## src/sv/rfe_pkg.sv

```systemverilog
// ----------------------------------------------------------------------------
// Tile rotate/flip engine package
// Shared widths, codes and types of the tile rotate/flip engine.
// ----------------------------------------------------------------------------
package rfe_pkg;

  localparam int PIX_W        = 8;
  localparam int SIDE_W       = 5;
  localparam int MODE_W       = 3;
  localparam int CFG_INDEX_W  = 2;
  localparam int CFG_DATA_W   = 5;
  localparam int DEF_MAX_SIDE = 16;
  localparam int SIDE_LIMIT   = (2 ** SIDE_W) - 1;
  localparam int QUEUE_DEPTH  = 2;

  localparam logic [SIDE_W-1:0] ROWS_RESET = SIDE_W'(16);
  localparam logic [SIDE_W-1:0] COLS_RESET = SIDE_W'(16);

  // Configuration register indexes.
  localparam logic [CFG_INDEX_W-1:0] CFG_ROWS = 2'd0;
  localparam logic [CFG_INDEX_W-1:0] CFG_COLS = 2'd1;
  localparam logic [CFG_INDEX_W-1:0] CFG_MODE = 2'd2;

  // Request kinds.
  localparam logic KIND_LOAD = 1'b0;
  localparam logic KIND_EMIT = 1'b1;

  typedef enum logic [MODE_W-1:0] {
    MODE_IDENT  = 3'd0,
    MODE_ROT90  = 3'd1,
    MODE_ROT180 = 3'd2,
    MODE_ROT270 = 3'd3,
    MODE_FLIP_H = 3'd4,
    MODE_FLIP_V = 3'd5,
    MODE_NEGATE = 3'd6
  } mode_t;

  typedef enum logic {
    FS_RUN  = 1'b0,
    FS_SYNC = 1'b1
  } front_state_t;

  typedef struct packed {
    logic             kind;
    logic [PIX_W-1:0] pixel_in;
  } in_item_t;

  typedef struct packed {
    logic [PIX_W-1:0] pixel_out;
    logic             last;
    logic             shape_error;
  } out_item_t;

  // Effective (clamped) tile configuration.
  typedef struct packed {
    logic [SIDE_W-1:0] rows;
    logic [SIDE_W-1:0] cols;
    mode_t             mode;
  } tile_cfg_t;

  // One classified output request: source row and column in the store.
  typedef struct packed {
    logic [SIDE_W-1:0] src_row;
    logic [SIDE_W-1:0] src_col;
    logic              last;
    logic              err;
    logic              neg;
  } q_entry_t;

  // Queue status seen by the front.
  typedef struct packed {
    logic full;
    logic not_empty;
  } q_status_t;

endpackage

```

## src/sv/rfe_ram.sv

```systemverilog
// ----------------------------------------------------------------------------
// Generic RAM
// Single write port, single read port, registered read data (old data on a
// read of the address being written).
// ----------------------------------------------------------------------------
module rfe_ram #(
  parameter int WIDTH = 8,
  parameter int DEPTH = 256
) (
  input  logic                     clk,
  input  logic                     we,
  input  logic [$clog2(DEPTH)-1:0] wr_addr,
  input  logic [WIDTH-1:0]         wr_data,
  input  logic [$clog2(DEPTH)-1:0] rd_addr,
  output logic [WIDTH-1:0]         rd_data
);

  logic [WIDTH-1:0] mem [DEPTH];

  always_ff @(posedge clk) begin
    if (we) begin
      mem[wr_addr] <= wr_data;
    end
    rd_data <= mem[rd_addr];
  end

endmodule

```

## src/sv/rfe_queue.sv

```systemverilog
// ----------------------------------------------------------------------------
// Request queue
// Short FIFO of classified output requests between front and back.
// ----------------------------------------------------------------------------
module rfe_queue (
  input  logic              clk,
  input  logic              rst,
  input  logic              push,
  input  rfe_pkg::q_entry_t push_entry,
  input  logic              pop,
  output rfe_pkg::q_entry_t head,
  output rfe_pkg::q_status_t status
);

  import rfe_pkg::*;

  localparam int PTR_W = (QUEUE_DEPTH > 1) ? $clog2(QUEUE_DEPTH) : 1;
  localparam int CNT_W = $clog2(QUEUE_DEPTH + 1);

  q_entry_t         entries [QUEUE_DEPTH];
  logic [PTR_W-1:0] wr_ptr;
  logic [PTR_W-1:0] rd_ptr;
  logic [CNT_W-1:0] count;
  logic             do_pop;

  assign do_pop           = pop && (count != '0);
  assign head             = entries[rd_ptr];
  assign status.full      = (count == CNT_W'(QUEUE_DEPTH));
  assign status.not_empty = (count != '0);

  always_ff @(posedge clk) begin
    if (rst) begin
      wr_ptr <= '0;
      rd_ptr <= '0;
      count  <= '0;
    end else begin
      if (push) begin
        wr_ptr <= (wr_ptr == PTR_W'(QUEUE_DEPTH - 1)) ? '0 : wr_ptr + 1'b1;
      end
      if (do_pop) begin
        rd_ptr <= (rd_ptr == PTR_W'(QUEUE_DEPTH - 1)) ? '0 : rd_ptr + 1'b1;
      end
      if (push && !do_pop) begin
        count <= count + 1'b1;
      end else if (!push && do_pop) begin
        count <= count - 1'b1;
      end
    end
  end

  always_ff @(posedge clk) begin
    if (push) begin
      entries[wr_ptr] <= push_entry;
    end
  end

endmodule

```

## src/sv/rfe_front.sv

```systemverilog
// ----------------------------------------------------------------------------
// Tile engine front
// Accepts requests, writes loads into the store, tracks the output position
// and classifies output requests into store coordinates for the back.
// ----------------------------------------------------------------------------
module rfe_front #(
  parameter int MAX_SIDE = rfe_pkg::DEF_MAX_SIDE
) (
  input  logic                                   clk,
  input  logic                                   rst,
  input  logic                                   start,
  input  rfe_pkg::in_item_t                      req,
  output logic                                   busy,
  input  rfe_pkg::tile_cfg_t                     cfg,
  input  logic                                   size_write,
  input  rfe_pkg::q_status_t                     q_status,
  output logic                                   q_push,
  output rfe_pkg::q_entry_t                      q_entry,
  output logic                                   ram_we,
  output logic [$clog2(MAX_SIDE*MAX_SIDE)-1:0]   ram_addr,
  output logic [rfe_pkg::PIX_W-1:0]              ram_data
);

  import rfe_pkg::*;

  localparam int SIDE_MAX = (MAX_SIDE < SIDE_LIMIT) ? MAX_SIDE : SIDE_LIMIT;
  localparam int AW       = $clog2(MAX_SIDE * MAX_SIDE);
  localparam int CW       = $clog2(SIDE_MAX * SIDE_MAX + 1);
  localparam int DCW      = $clog2(CW + 1);

  front_state_t      state;
  front_state_t      state_next;
  logic [CW-1:0]     load_count;
  logic [CW-1:0]     emit_count;
  logic [SIDE_W-1:0] row_cnt;
  logic [SIDE_W-1:0] col_cnt;
  logic [CW-1:0]     div_quo;
  logic [SIDE_W-1:0] div_rem;
  logic [DCW-1:0]    div_cnt;

  logic                  sync_done;
  logic                  div_step;
  logic                  accept;
  logic [2*SIDE_W-1:0]   total_prod;
  logic [CW-1:0]         total;
  logic                  tile_full;
  logic                  is_last;
  logic [SIDE_W-1:0]     pos_row;
  logic [SIDE_W-1:0]     pos_col;
  logic [SIDE_W:0]       div_shift;
  logic [SIDE_W+1:0]     div_diff;

  // Next state.
  always_comb begin
    state_next = state;
    case (state)
      FS_RUN: begin
        if (size_write) state_next = FS_SYNC;
      end
      FS_SYNC: begin
        if (!size_write && div_cnt == '0) state_next = FS_RUN;
      end
      default: state_next = FS_RUN;
    endcase
  end

  // State outputs.
  always_comb begin
    busy      = 1'b0;
    sync_done = 1'b0;
    div_step  = 1'b0;
    case (state)
      FS_RUN: begin
        busy = q_status.full;
      end
      FS_SYNC: begin
        busy      = 1'b1;
        sync_done = !size_write && (div_cnt == '0);
        div_step  = !size_write && (div_cnt != '0);
      end
      default: busy = 1'b1;
    endcase
  end

  assign accept     = start && !busy;
  assign total_prod = {{SIDE_W{1'b0}}, cfg.rows} * {{SIDE_W{1'b0}}, cfg.cols};
  assign total      = CW'(total_prod);
  assign tile_full  = (load_count >= total);
  assign is_last    = (emit_count >= total - 1'b1);
  assign pos_row    = is_last ? cfg.rows - 1'b1 : row_cnt;
  assign pos_col    = is_last ? cfg.cols - 1'b1 : col_cnt;

  assign ram_we   = accept && (req.kind == KIND_LOAD) && !tile_full;
  assign ram_addr = AW'(load_count);
  assign ram_data = req.pixel_in;
  assign q_push   = accept && (req.kind == KIND_EMIT) && tile_full;

  // Map the output position to its source position in the store.
  always_comb begin
    q_entry.src_row = pos_row;
    q_entry.src_col = pos_col;
    q_entry.last    = is_last;
    q_entry.err     = 1'b0;
    q_entry.neg     = 1'b0;
    case (cfg.mode)
      MODE_ROT90: begin
        q_entry.err     = (cfg.rows != cfg.cols);
        q_entry.src_row = pos_col;
        q_entry.src_col = cfg.rows - 1'b1 - pos_row;
      end
      MODE_ROT180: begin
        q_entry.src_row = cfg.rows - 1'b1 - pos_row;
        q_entry.src_col = cfg.cols - 1'b1 - pos_col;
      end
      MODE_ROT270: begin
        q_entry.err     = (cfg.rows != cfg.cols);
        q_entry.src_row = cfg.rows - 1'b1 - pos_col;
        q_entry.src_col = pos_row;
      end
      MODE_FLIP_H: begin
        q_entry.src_col = cfg.cols - 1'b1 - pos_col;
      end
      MODE_FLIP_V: begin
        q_entry.src_row = cfg.rows - 1'b1 - pos_row;
      end
      MODE_NEGATE: begin
        q_entry.neg = 1'b1;
      end
      default: begin
        q_entry.neg = 1'b0;
      end
    endcase
  end

  // One restoring division step: emit_count / cols gives row and column.
  assign div_shift = {div_rem, div_quo[CW-1]};
  assign div_diff  = {1'b0, div_shift} - {2'b00, cfg.cols};

  always_ff @(posedge clk) begin
    if (rst) begin
      state      <= FS_RUN;
      load_count <= '0;
      emit_count <= '0;
      row_cnt    <= '0;
      col_cnt    <= '0;
      div_cnt    <= '0;
    end else begin
      state <= state_next;
      if (size_write) begin
        div_cnt <= DCW'(CW);
      end else if (div_step) begin
        div_cnt <= div_cnt - 1'b1;
      end
      if (sync_done) begin
        row_cnt <= SIDE_W'(div_quo);
        col_cnt <= div_rem;
      end else if (ram_we) begin
        load_count <= load_count + 1'b1;
      end else if (q_push) begin
        if (is_last) begin
          load_count <= '0;
          emit_count <= '0;
          row_cnt    <= '0;
          col_cnt    <= '0;
        end else begin
          emit_count <= emit_count + 1'b1;
          if (col_cnt + 1'b1 == cfg.cols) begin
            col_cnt <= '0;
            row_cnt <= row_cnt + 1'b1;
          end else begin
            col_cnt <= col_cnt + 1'b1;
          end
        end
      end
    end
  end

  always_ff @(posedge clk) begin
    if (size_write) begin
      div_quo <= emit_count;
      div_rem <= '0;
    end else if (div_step) begin
      if (!div_diff[SIDE_W+1]) begin
        div_rem <= div_diff[SIDE_W-1:0];
        div_quo <= {div_quo[CW-2:0], 1'b1};
      end else begin
        div_rem <= div_shift[SIDE_W-1:0];
        div_quo <= {div_quo[CW-2:0], 1'b0};
      end
    end
  end

endmodule

```

## src/sv/rfe_back.sv

```systemverilog
// ----------------------------------------------------------------------------
// Tile engine back
// Turns queued source coordinates into a store address, reads the byte and
// registers the finished result.
// ----------------------------------------------------------------------------
module rfe_back #(
  parameter int MAX_SIDE = rfe_pkg::DEF_MAX_SIDE
) (
  input  logic                                 clk,
  input  logic                                 rst,
  input  rfe_pkg::q_status_t                   q_status,
  input  rfe_pkg::q_entry_t                    q_head,
  output logic                                 q_pop,
  input  logic [rfe_pkg::SIDE_W-1:0]           cols,
  output logic [$clog2(MAX_SIDE*MAX_SIDE)-1:0] ram_addr,
  input  logic [rfe_pkg::PIX_W-1:0]            ram_data,
  output rfe_pkg::out_item_t                   result,
  output logic                                 result_valid
);

  import rfe_pkg::*;

  localparam int AW = $clog2(MAX_SIDE * MAX_SIDE);

  logic [2*SIDE_W-1:0] row_base;
  logic [2*SIDE_W:0]   addr_sum;
  logic                rd_valid;
  logic                rd_last;
  logic                rd_err;
  logic                rd_neg;

  // The back never stalls: a queued request is taken as soon as it is there.
  assign q_pop    = q_status.not_empty;
  assign row_base = {{SIDE_W{1'b0}}, q_head.src_row} * {{SIDE_W{1'b0}}, cols};
  assign addr_sum = {1'b0, row_base} + {{(SIDE_W+1){1'b0}}, q_head.src_col};
  assign ram_addr = AW'(addr_sum);

  always_ff @(posedge clk) begin
    if (rst) begin
      rd_valid     <= 1'b0;
      result_valid <= 1'b0;
    end else begin
      rd_valid     <= q_pop;
      result_valid <= rd_valid;
    end
  end

  always_ff @(posedge clk) begin
    rd_last <= q_head.last;
    rd_err  <= q_head.err;
    rd_neg  <= q_head.neg;
    result.last        <= rd_last;
    result.shape_error <= rd_err;
    if (rd_err) begin
      result.pixel_out <= '0;
    end else if (rd_neg) begin
      result.pixel_out <= ~ram_data;
    end else begin
      result.pixel_out <= ram_data;
    end
  end

endmodule

```

## src/sv/tile_rotate_flip_engine_core.sv

```systemverilog
// ----------------------------------------------------------------------------
// Tile rotate/flip engine core
// An accepted output request passes the queue, the store read and the result
// register; its result stays on the result ports for one cycle, and the
// receiver cannot stall. One request per cycle is taken while busy is low; a
// write to tile_rows or tile_cols holds busy while the position divider runs.
// Reset clears the counters, the queue and the registers to their defaults;
// the tile store is not cleared and needs no clearing pass.
// ----------------------------------------------------------------------------
module tile_rotate_flip_engine_core #(
  parameter int MAX_SIDE = rfe_pkg::DEF_MAX_SIDE
) (
  input  logic                             clk,
  input  logic                             rst,
  input  logic                             start,
  input  rfe_pkg::in_item_t                req,
  output logic                             busy,
  output rfe_pkg::out_item_t               result,
  output logic                             result_valid,
  input  logic                             cfg_valid,
  output logic                             cfg_ready,
  input  logic [rfe_pkg::CFG_INDEX_W-1:0]  cfg_index,
  input  logic [rfe_pkg::CFG_DATA_W-1:0]   cfg_data
);

  import rfe_pkg::*;

  // Sides are clamped to what the 5-bit registers and the store can hold.
  localparam int SIDE_MAX = (MAX_SIDE < SIDE_LIMIT) ? MAX_SIDE : SIDE_LIMIT;
  localparam int DEPTH    = MAX_SIDE * MAX_SIDE;
  localparam int AW       = $clog2(DEPTH);

  logic [SIDE_W-1:0] tile_rows;
  logic [SIDE_W-1:0] tile_cols;
  mode_t             transform_mode;

  tile_cfg_t   cfg_eff;
  logic        cfg_write;
  logic        size_write;
  q_status_t   q_status;
  logic        q_push;
  logic        q_pop;
  q_entry_t    q_push_entry;
  q_entry_t    q_head;
  logic          ram_we;
  logic [AW-1:0] ram_wr_addr;
  logic [PIX_W-1:0] ram_wr_data;
  logic [AW-1:0] ram_rd_addr;
  logic [PIX_W-1:0] ram_rd_data;

  // The configuration port is always ready. A write to a size register
  // restarts the divider that re-derives the current row and column from
  // the linear output count, since the column count defines that split.
  assign cfg_ready  = 1'b1;
  assign cfg_write  = cfg_valid && cfg_ready;
  assign size_write = cfg_write && (cfg_index == CFG_ROWS || cfg_index == CFG_COLS);

  always_ff @(posedge clk) begin
    if (rst) begin
      tile_rows      <= ROWS_RESET;
      tile_cols      <= COLS_RESET;
      transform_mode <= MODE_IDENT;
    end else if (cfg_write) begin
      case (cfg_index)
        CFG_ROWS: tile_rows      <= cfg_data[SIDE_W-1:0];
        CFG_COLS: tile_cols      <= cfg_data[SIDE_W-1:0];
        CFG_MODE: transform_mode <= mode_t'(cfg_data[MODE_W-1:0]);
        default:  tile_rows      <= tile_rows;
      endcase
    end
  end

  // A side of zero acts as one, and a side above the limit acts as the limit.
  always_comb begin
    if (tile_rows == '0) begin
      cfg_eff.rows = SIDE_W'(1);
    end else if (tile_rows > SIDE_W'(SIDE_MAX)) begin
      cfg_eff.rows = SIDE_W'(SIDE_MAX);
    end else begin
      cfg_eff.rows = tile_rows;
    end
    if (tile_cols == '0) begin
      cfg_eff.cols = SIDE_W'(1);
    end else if (tile_cols > SIDE_W'(SIDE_MAX)) begin
      cfg_eff.cols = SIDE_W'(SIDE_MAX);
    end else begin
      cfg_eff.cols = tile_cols;
    end
    cfg_eff.mode = transform_mode;
  end

  // The front writes loads straight into the store and queues each output
  // request on a full tile as a source coordinate with its last, error and negate flags.
  rfe_front #(
    .MAX_SIDE (MAX_SIDE)
  ) u_front (
    .clk        (clk),
    .rst        (rst),
    .start      (start),
    .req        (req),
    .busy       (busy),
    .cfg        (cfg_eff),
    .size_write (size_write),
    .q_status   (q_status),
    .q_push     (q_push),
    .q_entry    (q_push_entry),
    .ram_we     (ram_we),
    .ram_addr   (ram_wr_addr),
    .ram_data   (ram_wr_data)
  );

  rfe_queue u_queue (
    .clk        (clk),
    .rst        (rst),
    .push       (q_push),
    .push_entry (q_push_entry),
    .pop        (q_pop),
    .head       (q_head),
    .status     (q_status)
  );

  // The tile store. Reads return old data on a same-address write, so the
  // first load of a new tile cannot disturb the final read of the old one.
  rfe_ram #(
    .WIDTH (PIX_W),
    .DEPTH (DEPTH)
  ) u_store (
    .clk     (clk),
    .we      (ram_we),
    .wr_addr (ram_wr_addr),
    .wr_data (ram_wr_data),
    .rd_addr (ram_rd_addr),
    .rd_data (ram_rd_data)
  );

  // The back computes the store address, reads it and registers the result.
  rfe_back #(
    .MAX_SIDE (MAX_SIDE)
  ) u_back (
    .clk          (clk),
    .rst          (rst),
    .q_status     (q_status),
    .q_head       (q_head),
    .q_pop        (q_pop),
    .cols         (cfg_eff.cols),
    .ram_addr     (ram_rd_addr),
    .ram_data     (ram_rd_data),
    .result       (result),
    .result_valid (result_valid)
  );

`ifndef ASSERT_OFF
  // A shape error only comes from a quarter turn and always carries zero data.
  assert property (@(posedge clk) disable iff (rst)
    result_valid && result.shape_error |->
      result.pixel_out == '0 &&
      (transform_mode == MODE_ROT90 || transform_mode == MODE_ROT270))
    else $error("shape error outside a quarter turn or with nonzero data");

  // A load never produces a result.
  assert property (@(posedge clk) disable iff (rst)
    start && !busy && req.kind == KIND_LOAD |-> ##3 !result_valid)
    else $error("result produced by a load request");

  // Every result traces back to an accepted output request.
  assert property (@(posedge clk) disable iff (rst)
    result_valid |-> $past(start && !busy && req.kind == KIND_EMIT, 3))
    else $error("result without a matching output request");
`endif

endmodule

```

## config.mk

```make
export PLATFORM = sky130hd
export DESIGN_NAME = tile_rotate_flip_engine_core
export DESIGN_NICKNAME = d
export VERILOG_FILES = /design/src/sv/rfe_pkg.sv /design/src/sv/rfe_ram.sv /design/src/sv/rfe_queue.sv /design/src/sv/rfe_front.sv /design/src/sv/rfe_back.sv /design/src/sv/tile_rotate_flip_engine_core.sv
export SDC_FILE = /design/constraint.sdc
export NUM_CORES = 2
export LEC_CHECK = 0
export BUFFER_PORTS_ARGS = -buffer_cell sky130_fd_sc_hd__buf_4
export CAP_MARGIN = 20
export CORE_MARGIN = 2
export CORE_UTILIZATION = 65
export DETAILED_ROUTE_END_ITERATION = 16
export HOLD_SLACK_MARGIN = 0.15
export PLACE_DENSITY = 0.81
export REMOVE_ABC_BUFFERS = 1
export SETUP_SLACK_MARGIN = 0.2
export SLEW_MARGIN = 5
export SYNTH_ARGS = -nofsm -noshare
export SYNTH_HDL_FRONTEND = slang
export SYNTH_SLANG_ARGS = --single-unit
```

## constraint.sdc

```tcl
create_clock -name clk -period 13.2 [get_ports clk]
set_clock_uncertainty 0.05 [all_clocks]
set_input_delay 3.3 -clock clk [delete_from_list [all_inputs] [get_ports clk]]
set_output_delay 3.3 -clock clk [all_outputs]
set_load 0.05 [all_outputs]
```

==> results.ini <==
[outcome]
status=finished, final reports clean

[routing]
firstDrtPassIters=6
via_per_inst=7.30
wl_mm=230
drtIter0Drc=8073
avgRoutedWirePerCell_um=35.2
drt.antenna.violating_nets=0
routed-via-count=47700
post-route-drc-count=0

[place]
dpl.hpwl_mm=130
dp_cells=6152
portBuffers=31
routabilityCongestion=0.898

[critical_path]
reg2reg_depth=30
worstSetupPathType=reg2reg
r2r_start=tile_rows[2]
cp_top_family=adder cells
critPathRequiredTime_ns=13.81
critical-path-slowest-cell=fa_1
crit_buf_inv=4
crit_arrival_ns=9.01
path_max_fanout=29
startpoint_type=register
cp_slowest_stage_delay_ns=0.51
r2r-end=u_queue.entries[0][6]
ff2ff_setup_slack_ns=4.80
endpoint_kind=register
cpMostUsedCell=a21oi_1

[logic_synthesis]
yosysSeqAreaShare_pct=73.2
synth_top_area_share_pct=71.4
synth_edf_count=2083
synth_seq_cells=2162
async_flop_share_pct=0
yosysTopAreaCell=edfxtp_1
avgSynthCellArea_um2=19.3
synth.area.top_cells=edfxtp_1 (71%), mux4_2 (14%), dfxtp_1 (1.8%)
synthesis.instances=4526
synth-main-ff-cell=edfxtp_1
ys_warn_count=0
ys_types=67
netlist_area_um2=87600

[grt]
grt_start_max_net_pins=174
grt_pass1_wl_mm=331
grt_pass1_vias=46900
antenna_found_initial=12
grtUsageMet1_pct=46.6
grt.busiest_layer=met2
grt_usage_pct=34.0
met3_usage_pct=9.20
overflow=0
grt_util_met2_pct=51.8

[clock_network]
cts_resized=0
clockBufferDepth=3
cts_buffers=200
cts_hold_buf=0
cts_setup_buffers=0
clkSinkCount=2162
worstSkewPairLatency_ns=0.84
ctsHtreeMaxLevel=4
clkTransAtPathRegs_ns=0.06
cts_tree=done
root_buffer=clkbuf_16

[hold_path]
min-delay-start=u_back.rd_last
min_path_type=reg2reg
min_to=u_back.result[1]
hold_depth=0

[timing]
fin_crit_sh_pct=63.6
rsz0062_at_grt=no
hold_viol_final=0
clock.fmax_mhz=119
drv_slew=0
setup_viol_count_final=0
period_minus_slack_ns=8.40
tns_ns=0
maxSlewHeadroom_pct=12.4
worst_pin_slew_ns=1.31

[final_layout]
drive_gt1_share_pct=21.0
syn_to_final_growth_pct=9.69
final_core_util_pct=71.9
nets=4714
layout_common_cells=edfxtp_1 (2083), mux4_2 (544), nor2_1 (392)
layout_commonest_cell=edfxtp_1
fill_cells=7376
final_cell_count_no_fill=6532

[floorplan]
start_util_pct=65.5
die_y_um=371
placeableCoreArea_um2=134000
num_rows=134
dieArea_um2=138000
die_w_um=371
io_pins=33

[power]
power.leakage_uw=0.0304
power_uw=17300
power_density_nw_per_um2=180
irDropWorstVdd_mv=0.168

[run]
drv_cap=0

per-stage QoR:
step / cell area [um2] / hold WS, ns / setup slack, ns
after floorplan: 86200 / 0.260 / -10.03
after global placement: 89500 / 0.266 / 5.05
after detailed placement: 89500 / 0.265 / 4.88
after CTS: 95900 / 0.279 / 4.90
after global routing: 96000 / 0.285 / 4.11
final: 96000 / 0.276 / 4.80
how the worst max path moves through the flow:
stage                             from                    end  slack, ns  cells past startpoint
after floorplan               register     u_store.rd_data[3]     -10.03                     10
after global placement    tile_rows[1]  u_queue.entries[0][7]       5.05                     30
after detailed placement  tile_rows[2]  u_queue.entries[0][7]       4.88                     30
after CTS                 tile_rows[2]  u_queue.entries[0][7]       4.90                     30
after global routing      tile_rows[1]  u_queue.entries[0][6]       4.11                     30
final                     tile_rows[2]  u_queue.entries[0][6]       4.80                     30
where the power goes:
group	internal [uW]	switching [uW]
registers	7560	41.9
logic	1470	2470
clock network	3190	2520
total	12200	5030
Yosys cell counts, types with 35 or more instances:
master and instances:
dfxtp_1 79, o22ai_1 53, mux4_2 544, a21oi_1 87, ha_1 80, a211oi_1 35, nand2_1 160, buf_2 60
o21ai_0 52, edfxtp_1 2083, nor3_1 42, mux2i_1 108, xnor2_1 57, clkbuf_1 116, nand3_1 67, nor2_1 396
a22oi_1 37, buf_4 37, inv_1 72
area by class of cell:
class                      instances  area [um2]  area share [%]
sequential                      2162       64100            66.8
multi-input combinational       2034       21900            22.8
clock buffer                     255        5320            5.54
tap                             1768        2210            2.30
clock inverter                   115        1090            1.13
timing repair buffer             115        1050            1.09
inverter                          77         292           0.304
antenna                            6        15.0          0.0156
logic make-up after synthesis:
family	after synthesis	share of synthesized area, %
simple gates	779	3.85
xor+xnor	78	0.789
flops	2162	73.2
compound gates	397	2.99
fa+ha+maj	104	1.69
buf+inv	330	1.90
mux	675	15.5
other cells	1	0.00428
flip-flops by register name (all words and copies together), names as in the netlist, 4 cells and up, named ones only:
register / count
u_front.load_count: 9
u_back.result: 10
u_front.row_cnt: 5
tile_cols: 5
u_queue.entries: 26
u_store.rd_data: 8
u_front.emit_count: 9
u_front.col_cnt: 5
u_store.mem: 2048
tile_rows: 5
u_front.div_rem: 5
u_front.div_cnt: 4
u_front.div_quo: 9
metal layers:
| layer | wire length, um | vias up |
|---|---|---|
| met5 | 92 | - |
| met4 | 12000 | 14 |
| met3 | 30500 | 739 |
| met2 | 108000 | 4222 |
| met1 | 79300 | 24200 |
| li1 | - | 18500 |
worst register-to-register path, delay by kind of cell, from the launching register on:
family | cells | cell delay (ns)
DFF | 1 | 0.34
buffers and inverters | 4 | 0.85
xor gates and xnor gates | 2 | 0.37
muxes | 1 | 0.45
AOI/OAI and AO/OA | 8 | 2.13
adders and majority gates | 6 | 2.39
and+or+nand+nor | 9 | 1.68
(Power assumes the default switching activity.)
